### src/sv/spq_pkg.sv
// ----------------------------------------------------------------------------
// Sorted priority queue package
// Holds the command and status codes and the control bundle that goes to every
// cell of the queue chain.
// ----------------------------------------------------------------------------
`default_nettype none

package spq_pkg;

   localparam int KEY_W   = 32;
   localparam int COUNT_W = 7;

   // Request command codes.
   typedef enum logic [1:0] {
      CMD_INSERT = 2'd0,
      CMD_REMOVE = 2'd1,
      CMD_SCAN   = 2'd2
   } cmd_type;

   // Response status codes.
   typedef enum logic [1:0] {
      ST_OK    = 2'd0,
      ST_FULL  = 2'd1,
      ST_EMPTY = 2'd2
   } status_type;

   // Operation broadcast to all cells.
   typedef struct packed {
      logic               ins;
      logic               rem;
      logic               scan;
      logic [KEY_W-1:0]   key;
   } ctl_type;

endpackage

`default_nettype wire

### src/sv/spq_cell.sv
// ----------------------------------------------------------------------------
// Sorted priority queue cell
// Holds one key slot. On insert it keeps its key, takes the key of its left
// neighbor or takes the new key; on remove it takes the key of its right
// neighbor; on scan it registers whether it holds the searched key.
// ----------------------------------------------------------------------------
`default_nettype none

module spq_cell (
   input  wire logic                        clock,
   input  wire logic                        reset,
   input  wire spq_pkg::ctl_type            ctl,
   input  wire logic [spq_pkg::KEY_W-1:0]   left_key,
   input  wire logic                        left_valid,
   input  wire logic                        left_take,
   input  wire logic [spq_pkg::KEY_W-1:0]   right_key,
   input  wire logic                        right_valid,
   output logic [spq_pkg::KEY_W-1:0]        key_ff,
   output logic                             valid_ff,
   output logic                             take,
   output logic                             match_ff
);
   import spq_pkg::*;

   logic [KEY_W-1:0] key_in;
   logic             valid_in;
   logic             match_in;

   // The new key belongs at or before this slot when the slot is empty or
   // holds a key that is not smaller than the new one.
   assign take = !valid_ff || ($signed(key_ff) >= $signed(ctl.key));

   // Next slot contents.
   always_comb begin
      key_in   = key_ff;
      valid_in = valid_ff;
      match_in = 1'b0;
      priority if (ctl.ins) begin
         if (take) begin
            key_in = left_take ? left_key : ctl.key;
         end
         valid_in = valid_ff | left_valid;
      end else if (ctl.rem) begin
         key_in   = right_key;
         valid_in = right_valid;
      end else if (ctl.scan) begin
         match_in = valid_ff && (key_ff == ctl.key);
      end else begin
         // With no operation the slot holds its contents.
      end
   end

   // Control bits are reset; the key slot is payload.
   always_ff @(posedge clock) begin
      if (reset) begin
         valid_ff <= 1'b0;
         match_ff <= 1'b0;
      end else begin
         valid_ff <= valid_in;
         match_ff <= match_in;
      end
   end

   always_ff @(posedge clock) begin
      key_ff <= key_in;
   end

endmodule

`default_nettype wire

### config.mk
export PLATFORM = sky130hd
export DESIGN_NAME = spq_cell
export DESIGN_NICKNAME = d
export VERILOG_FILES = /design/src/sv/spq_pkg.sv /design/src/sv/spq_cell.sv
export SDC_FILE = /design/constraint.sdc
export NUM_CORES = 1
export LEC_CHECK = 0
export ABC_CLOCK_PERIOD_IN_PS = 4540
export CORE_ASPECT_RATIO = 0.6
export CORE_MARGIN = 5
export CORE_UTILIZATION = 54
export DETAILED_ROUTE_END_ITERATION = 7
export DONT_BUFFER_PORTS = 1
export PLACE_DENSITY_LB_ADDON = 0.2
export RECOVER_POWER = 100
export SETUP_SLACK_MARGIN = 0.1
export SYNTH_ARGS = -nofsm -noshare
export SYNTH_HDL_FRONTEND = slang
export SYNTH_SLANG_ARGS = --single-unit
### constraint.sdc
create_clock -name clock -period 4.54 [get_ports clock]
set_input_delay 0.908 -clock clock [delete_from_list [all_inputs] [get_ports clock]]
set_output_delay 0.908 -clock clock [all_outputs]
set_load 0.01 [all_outputs]
==> results of run 1 <==
[layout by cell type (no fill, tap or decap), drive strengths merged, types with 2 or more instances in the layout]
master and instances:
a21oi 47, nor3 3, o21ai 3, nand4 6, ha 32, nor4 3, nor2 37, inv 34
nand3 5, edfxtp 32, dfxtp 2, mux2i 32, a21o 2, a211oi 2, clkbuf 7, nand2 7
[synthesized netlist by cell type, drive strengths merged]
cell,number
a211oi,2
a21boi,1
a21o,2
a21oi,47
a41oi,1
and2,1
and4,1
buf,6
clkbuf,6
dfxtp,2
edfxtp,32
ha,32
inv,34
mux2i,32
nand2,7
nand3,5
nand4,6
nand4b,1
nor2,37
nor2b,1
nor3,3
nor3b,1
nor4,3
o211a,1
o211ai,1
o21a,1
o21ai,3
o41ai,1
[where the power goes]
| group | switching, mW | internal (mW) | total (mW) |
|---|---|---|---|
| logic | 0.0871 | 0.0768 | 0.164 |
| registers | 0.0410 | 0.387 | 0.428 |
| clock network | 0.109 | 0.164 | 0.273 |
[routing by layer]
layer,vias to the layer above,share of wire
li1,969,-
met1,806,0.45
met2,79,0.42
met3,8,0.12
met4,0,0.010
met5,-,0
[final timing paths]
path	slack, ps	to	depth (start not counted)
worst min register to register	560	match_ff	2
worst max-delay path	720	key_ff[3]	9
worst min-delay path	560	match_ff	2
worst max register to register	840	key_ff[3]	8
[stage by stage]
step           std cells  worst slack [ps]  power (mW)  area (um^2)   util
5_1_grt              330               491       0.921         2720  0.589
6_report             330               724       0.866         2720  0.589
4_1_cts              330              1090       0.882         2750  0.596
3_5_place_dp         322              1110       0.607         2640  0.573
2_1_floorplan        270               962       0.575         2590      -
3_3_place_gp         322              1190       0.602         2640  0.573
[worst max-delay path: cells and delay by family]
| kind | cells | cell delay, ps |
|---|---|---|
| buffers and inverters | 2 | 300 |
| AO/OA/AOI/OAI | 4 | 1670 |
| AND/OR/NAND/NOR | 2 | 610 |
| adder cells (fa/ha/maj) | 1 | 300 |
[area by class of cell]
cell class	instances	area [um^2]
inverter	34	128
timing repair buffer	1	20.0
fill	414	1900
tap	63	78.8
sequential	34	1000
clock inverter	1	30.0
clock buffer	7	76.3
multi-input combinational	190	1380
[logic make-up after synthesis]
kind of cell / share of synthesized area
adders and majority gates: 0.154
and+or+nand+nor: 0.130
buffers and inverters: 0.0724
muxes: 0.123
AOI/OAI and AO/OA: 0.134
DFF: 0.386
[state kept, by name (all words and copies together), names as in the netlist]
| name | flops |
|---|---|
| match_ff | 1 |
| key_ff | 32 |
| valid_ff | 1 |
==> impl_metrics.py, run 1 <==
metrics = {
    "cells_and_area": {
        "antennaDiodeCount": 0,
        "drive_gt1_frac": 0.0487,
        "nNetsFinal": 402,
        "syn_to_final_growth_pct": 4.68,
    },
    "setup_path": {
        "r2r-start": "key_ff[15]",
        "startpoint_type": "input pin",
        "crit_path_start": "ctl[15]",
        "critPathKind": "in2reg",
        "path_max_fanout": 23,
        "cp_data_required_time_ps": 4530,
        "slowest_stage": "a41oi_1",
        "endpoint_kind": "flip-flop",
        "crit_chain": "inv_1, ha_1, nand4_1, nor4_1, a21boi_0, o41ai_1, a21o_1, a41oi_1, buf_12",
        "crit_arrival_ps": 3800,
        "max_stage_delay_ps": 1020,
    },
    "clock_network": {
        "insertion_delay_ps": 280,
        "cts_tree": "yes",
        "cts_root_buf": "clkbuf_8",
        "clk_path_buf_depth": 2,
        "cts_setup_buffers": 0,
        "clk_pin_slew_ps": 70,
        "cts_made_buffers": 5,
        "ctsHoldBuffers": 0,
        "cts_sinks": 34,
        "htreeDepth": 2,
        "ctsResizeCount": 0,
    },
    "placed_design": {
        "gp_congestion": 0.769,
        "dp_hpwl_um": 4830,
        "io_buffers": 0,
    },
    "sta": {
        "maxSlewHeadroom": 0.110,
        "finalHoldViolCount": 0,
        "fmax_ghz": 0.262,
        "rsz0062_at_grt": "false",
        "finalCritPeriodShare": 0.840,
        "setup_tns_ps": 0,
        "fin_crit_ps": 3820,
        "slew_viol_final": 0,
        "clock-skew-final_ps": 3.43,
        "setup-violations-final": 0,
        "whs_ps": 557,
        "worstMarginPinSlew_ps": 1320,
    },
    "logic_synthesis": {
        "ys_warn_count": 0,
        "synth_cells": 270,
        "yosys.cell_types.count": 34,
        "synth_top_area_share": 0.370,
        "synthTopCellsByArea": "edfxtp_1 37%, ha_1 15%, mux2i_1 12%",
        "avgSynthCellArea_um2": 9.61,
        "synth-seq-area-share": 0.386,
        "netlist_area_um2": 2590,
        "yosys.area.top_type": "edfxtp_1",
        "syn_nets": 406,
        "ys_seq_elements": 34,
    },
    "drt": {
        "drt_first_pass_iters": 4,
        "via_count": 1862,
        "via_per_inst": 5.64,
        "drt-initial-drc-count": 85,
        "ant_nets": 0,
        "wirelength_um": 5940,
        "remaining_drc_errors": 0,
        "routedWlPerCell_um": 18.0,
    },
    "outcome": {
        "status": "completed",
    },
    "hold_path": {
        "holdCritStartpoint": "valid_ff",
        "hold_path.class": "reg2reg",
    },
    "die": {
        "coreArea_um2": 4610,
        "die_height_um": 63.7,
        "pin_count": 139,
        "start_util": 0.562,
        "die_w_um": 99.5,
        "die_area_um2": 6330,
        "fp-row-count": 19,
    },
    "power": {
        "power_density_nw_per_um2": 319,
        "leakage_nw": 1.22,
        "vdd_drop_max_v": 0.000158,
    },
    "grt": {
        "gr-usage-met3": 0.0937,
        "track_usage": 0.192,
        "grt_pass1_vias": 1911,
        "met1_usage": 0.254,
        "globalRoute.totalOverflow": 0,
        "grt_start_max_net_pins": 69,
        "gr-usage-met2": 0.278,
        "grt_pass1_wl_um": 9620,
        "antenna_found_initial": 0,
        "top_usage_layer": "met2",
    },
    "job": {
        "drv_cap": 0,
    },
}
No activity file was read; power rests on OpenSTA's default activity.
==> inputs of run 2 (changes only) <==
--- a/config.mk
+++ b/config.mk
@@ -5,7 +5,7 @@
 export SDC_FILE = /design/constraint.sdc
 export NUM_CORES = 1
 export LEC_CHECK = 0
-export ABC_CLOCK_PERIOD_IN_PS = 4540
+export ABC_CLOCK_PERIOD_IN_PS = 3310
 export CORE_ASPECT_RATIO = 0.6
 export CORE_MARGIN = 5
 export CORE_UTILIZATION = 54
==> constraint.sdc (replaced) <==
create_clock -name clock -period 3.31 [get_ports clock]
set_input_delay 0.662 -clock clock [delete_from_list [all_inputs] [get_ports clock]]
set_output_delay 0.662 -clock clock [all_outputs]
set_load 0.01 [all_outputs]
==> impl_metrics.py, run 2 (synthesis results as in run 1) <==
metrics = {
    "cells_and_area": {
        "largest_reg_flops": 32,
        "drive_gt1_frac": 0.0599,
        "syn_to_final_growth_pct": 4.24,
        "regMostFlops": "key_ff",
        "layout_common_cells": "47 x a21oi_1, 37 x nor2_1, 34 x inv_1",
        "fin_area_um2": 2700,
        "layout_commonest_cell": "a21oi_1",
        "nNetsFinal": 403,
        "largest_registers": "key_ff x32, match_ff x1, valid_ff x1",
        "antennaDiodeCount": 0,
    },
    "clock_network": {
        "cts_tree": "yes",
        "ctsHoldBuffers": 0,
        "htreeDepth": 2,
        "ctsResizeCount": 0,
        "cts_made_buffers": 5,
        "cts_sinks": 34,
        "insertion_delay_ps": 280,
        "clk_path_buf_depth": 2,
        "cts_setup_buffers": 0,
        "cts_root_buf": "clkbuf_8",
        "clk_pin_slew_ps": 70,
    },
    "sta": {
        "finalHoldViolCount": 0,
        "worstMarginPinSlew_ps": 453,
        "fin_crit_ps": 3070,
        "fmax_ghz": 0.326,
        "setup-violations-final": 0,
        "clock-skew-final_ps": 2.84,
        "setup_tns_ps": 0,
        "maxSlewHeadroom": 0.698,
        "slew_viol_final": 0,
        "rsz0062_at_grt": "false",
        "finalCritPeriodShare": 0.927,
    },
    "power": {
        "switching_share": 0.294,
        "p_comb_frac": 0.209,
        "power_density_nw_per_um2": 408,
        "leakage_nw": 1.21,
        "p_switching_mw": 0.324,
        "power_frac_seq": 0.533,
        "p_int_mw": 0.780,
        "clkPwrFrac": 0.259,
        "vdd_drop_max_v": 0.000207,
    },
    "die": {
        "fp-row-count": 19,
        "die_height_um": 63.7,
        "die_w_um": 99.5,
        "die_area_um2": 6330,
        "start_util": 0.562,
        "pin_count": 139,
        "coreArea_um2": 4610,
    },
    "setup_path": {
        "crit_chain": "ha_1, nand4_1, nor4_2, a21boi_2, o41ai_1, a21o_1, nand3_1",
        "crit_arrival_ps": 2410,
        "critPathKind": "reg2out",
        "slowest_stage": "edfxtp_1",
        "endpoint_kind": "primary output",
        "path_max_fanout": 3,
        "max_stage_delay_ps": 470,
        "startpoint_type": "flip-flop",
        "cp_data_required_time_ps": 2650,
    },
    "outcome": {
        "status": "completed",
    },
    "grt": {
        "track_usage": 0.191,
        "grt_start_max_net_pins": 69,
        "grt_pass1_vias": 1957,
        "antenna_found_initial": 0,
        "globalRoute.totalOverflow": 0,
        "grt_pass1_wl_um": 9560,
    },
    "placed_design": {
        "io_buffers": 0,
        "place_area_um2": 2640,
        "gp_congestion": 0.785,
        "dp_hpwl_um": 4910,
    },
    "drt": {
        "ant_nets": 0,
        "drt_first_pass_iters": 5,
        "routedWlPerCell_um": 18.4,
        "drt-initial-drc-count": 18,
        "wirelength_um": 6080,
        "remaining_drc_errors": 0,
        "via_count": 1868,
        "via_per_inst": 5.66,
    },
    "job": {
        "drv_cap": 0,
    },
    "hold_path": {
        "hold_path.class": "in2reg",
    },
}
==> run 2: cell types whose count changed in the layout (fill, tap and decap cells not counted) <==
cell,before,now
nor4_1,3,2
a21boi_2,0,1
bufinv_16,1,0
nor4_2,0,1
a41oi_4,0,1
clkbuf_2,0,2
a21boi_0,1,0
a41oi_1,1,0
buf_12,1,0
==> run 2: final timing paths <==
check / start / endpoint / slack, ps / cells after the start
worst max register to register: key_ff[15] / key_ff[19] / 360 / 8
worst min register to register: valid_ff / match_ff / 560 / 2
worst max-delay path: key_ff[15] / take / 240 / 7
worst min-delay path: reset / valid_ff / 460 / 1
==> run 2: power groups by stage <==
| stage | sequential (mW) | clock, mW | combinational, mW |
|---|---|---|---|
| floorplan | 0.583 | 0 | 0.208 |
| detailed placement | 0.599 | 0 | 0.234 |
| global placement | 0.598 | 0 | 0.228 |
| global route | 0.594 | 0.318 | 0.266 |
| finish | 0.588 | 0.286 | 0.230 |
| CTS | 0.589 | 0.293 | 0.236 |
==> run 2: critical path, delay by kind of cell (launching register included) <==
kind | cells | cell delay, ps
and+or+nand+nor | 3 | 740
DFF | 1 | 470
adders and majority gates | 1 | 360
AOI/OAI and AO/OA | 3 | 570
==> run 2: layout make-up <==
class / count / area, um^2
Multi-Input combinational cell: 190 / 1410
Timing Repair Buffer: 2 / 10.0
Clock buffer: 7 / 76.3
Inverter: 34 / 128
Sequential cell: 34 / 1000
Tap cell: 63 / 78.8
Fill cell: 423 / 1910
==> run 2: routing by layer <==
metal  wire length [um]  GRT usage  share of wire  up-vias
li1                   -          -              -      961
met1               2800      0.254           0.46      820
met2               2520      0.288           0.41       83
met3                726     0.0860           0.12        4
met4                 33     0.0341         0.0054        0
met5                  0          0              0        -
==> run 2: metrics by stage <==
step,util,instances,total power [mW],setup WS [ps],hold WS [ps]
global placement,0.572,323,0.826,425,556
finish,0.586,330,1.10,240,457
floorplan,-,270,0.791,265,512
CTS,0.589,330,1.12,267,451
global route,0.586,330,1.18,74.1,443
detailed placement,0.572,323,0.832,413,564
==> inputs of run 3 (changes only) <==
--- a/config.mk
+++ b/config.mk
@@ -6,13 +6,13 @@
 export NUM_CORES = 1
 export LEC_CHECK = 0
 export ABC_CLOCK_PERIOD_IN_PS = 3310
-export CORE_ASPECT_RATIO = 0.6
+export CORE_ASPECT_RATIO = 0.9
 export CORE_MARGIN = 5
 export CORE_UTILIZATION = 54
 export DETAILED_ROUTE_END_ITERATION = 7
 export DONT_BUFFER_PORTS = 1
-export PLACE_DENSITY_LB_ADDON = 0.2
-export RECOVER_POWER = 100
+export PLACE_DENSITY = 0.76
+export RECOVER_POWER = 25
 export SETUP_SLACK_MARGIN = 0.1
 export SYNTH_ARGS = -nofsm -noshare
 export SYNTH_HDL_FRONTEND = slang
==> impl_metrics.py, run 3 (synthesis results as in run 1) <==
metrics = {
    "die": {
        "die_area_um2": 6290,
        "die_w_um": 83.1,
        "die_height_um": 75.8,
        "pin_count": 139,
        "start_util": 0.547,
        "coreArea_um2": 4740,
        "fp-row-count": 24,
    },
    "sta": {
        "finalHoldViolCount": 0,
        "setup-violations-final": 0,
        "rsz0062_at_grt": "false",
        "fmax_ghz": 0.331,
        "clock-skew-final_ps": 4.84,
        "finalCritPeriodShare": 0.913,
        "fin_crit_ps": 3020,
        "slew_viol_final": 0,
        "worstMarginPinSlew_ps": 441,
        "setup_tns_ps": 0,
        "whs_ps": 455,
        "maxSlewHeadroom": 0.702,
    },
    "job": {
        "drv_cap": 0,
    },
    "placed_design": {
        "place_area_um2": 2640,
        "io_buffers": 0,
        "gp_congestion": 0.832,
        "dp.cells": 325,
        "dp_hpwl_um": 4770,
    },
    "power": {
        "switching_share": 0.295,
        "vdd_drop_max_v": 0.000282,
        "p_switching_mw": 0.325,
        "power_density_nw_per_um2": 405,
        "p_comb_frac": 0.209,
        "leakage_nw": 1.22,
        "clkPwrFrac": 0.259,
        "p_int_mw": 0.777,
        "power_frac_seq": 0.532,
    },
    "drt": {
        "remaining_drc_errors": 0,
        "via_per_inst": 5.67,
        "routedWlPerCell_um": 17.7,
        "wirelength_um": 5890,
        "drt-initial-drc-count": 71,
        "drt_first_pass_iters": 4,
        "ant_nets": 0,
        "via_count": 1887,
    },
    "cells_and_area": {
        "regMostFlops": "key_ff",
        "drive_gt1_frac": 0.0634,
        "final_util": 0.574,
        "regArea_um2": 1000,
        "fin_area_um2": 2720,
        "multi_input_area_um2": 1420,
        "layout_commonest_cell": "a21oi_1",
        "syn_to_final_growth_pct": 4.92,
        "layout_common_cells": "47 x a21oi_1, 37 x nor2_1, 34 x inv_1",
        "nNetsFinal": 403,
        "antennaDiodeCount": 0,
        "largest_reg_flops": 32,
        "final_cells": 333,
        "fillers": 444,
        "largest_registers": "key_ff x32, match_ff x1, valid_ff x1",
    },
    "grt": {
        "grt_start_max_net_pins": 69,
        "grt_pass1_wl_um": 8910,
        "globalRoute.totalOverflow": 0,
        "grt_pass1_vias": 1830,
        "track_usage": 0.176,
        "antenna_found_initial": 0,
    },
    "setup_path": {
        "critPathKind": "reg2out",
        "cp_data_required_time_ps": 2650,
        "path_max_fanout": 3,
        "r2r_setup_slack_ps": 560,
        "slowest_stage": "edfxtp_1",
        "crit_arrival_ps": 2360,
        "max_stage_delay_ps": 470,
        "crit_chain": "ha_1, nand4_2, nor4_2, a21boi_2, o41ai_1, a21o_1, nand3_1",
        "startpoint_type": "flip-flop",
        "crit_path_start": "key_ff[15]",
        "endpoint": "take",
        "worst-r2r-cell-count": 8,
        "endpoint_kind": "primary output",
        "timing.rr.end": "key_ff[8]",
        "r2r-start": "key_ff[15]",
    },
    "clock_network": {
        "clk_path_buf_depth": 2,
        "insertion_delay_ps": 280,
        "cts_sinks": 34,
        "clk_pin_slew_ps": 70,
        "cts_made_buffers": 5,
        "cts_tree": "yes",
        "ctsResizeCount": 0,
        "htreeDepth": 2,
        "cts_root_buf": "clkbuf_8",
        "cts_setup_buffers": 0,
        "ctsHoldBuffers": 0,
    },
    "outcome": {
        "status": "completed",
    },
    "hold_path": {
        "hold_path.class": "in2reg",
    },
}
## run 3: final cells by class
cell class | instances | share of cell area
clock buffers | 5 | 0.0253
clock inverters | 3 | 0.00414
inverters | 34 | 0.0469
multi-input cells | 190 | 0.520
flip-flops and latches | 34 | 0.368
well taps | 65 | 0.0299
repair buffers | 2 | 0.00552
## run 3: worst min-delay path by stage
stage | cells past startpoint | from | to | slack (ps)
detailed placement | 2 | valid_ff | valid_ff | 580
global route | 1 | reset | valid_ff | 440
finish | 1 | reset | valid_ff | 450
global placement | 2 | valid_ff | valid_ff | 570
floorplan | 2 | valid_ff | match_ff | 510
CTS | 1 | reset | valid_ff | 450
## run 3: per-layer routing
metal  wire, um  part of all wire  GRT usage
met1       2410              0.41      0.206
met2       2890              0.49      0.306
met3        566             0.096     0.0778
met4         29            0.0049     0.0417
met5          0                 0          0
## run 3: power by group through the flow
stage	clock network, mW	logic, mW	registers (mW)
final	0.285	0.231	0.587
after global routing	0.318	0.265	0.592
after CTS	0.295	0.234	0.589
after detailed placement	0	0.232	0.598
after global placement	0	0.225	0.596
after floorplan	0	0.208	0.583
## run 3: stage by stage
stage,worst slack (ps),power (mW)
global route,106,1.18
finish,288,1.10
CTS,261,1.12
detailed placement,384,0.831
floorplan,265,0.791
global placement,418,0.821
## run 3: worst max-delay path, delay by kind of cell, from the launching register on
kind                       cells  cell delay, ps
AOI/OAI and AO/OA              3             570
and+or+nand+nor                3             680
DFF                            1             470
adders and majority gates      1             360
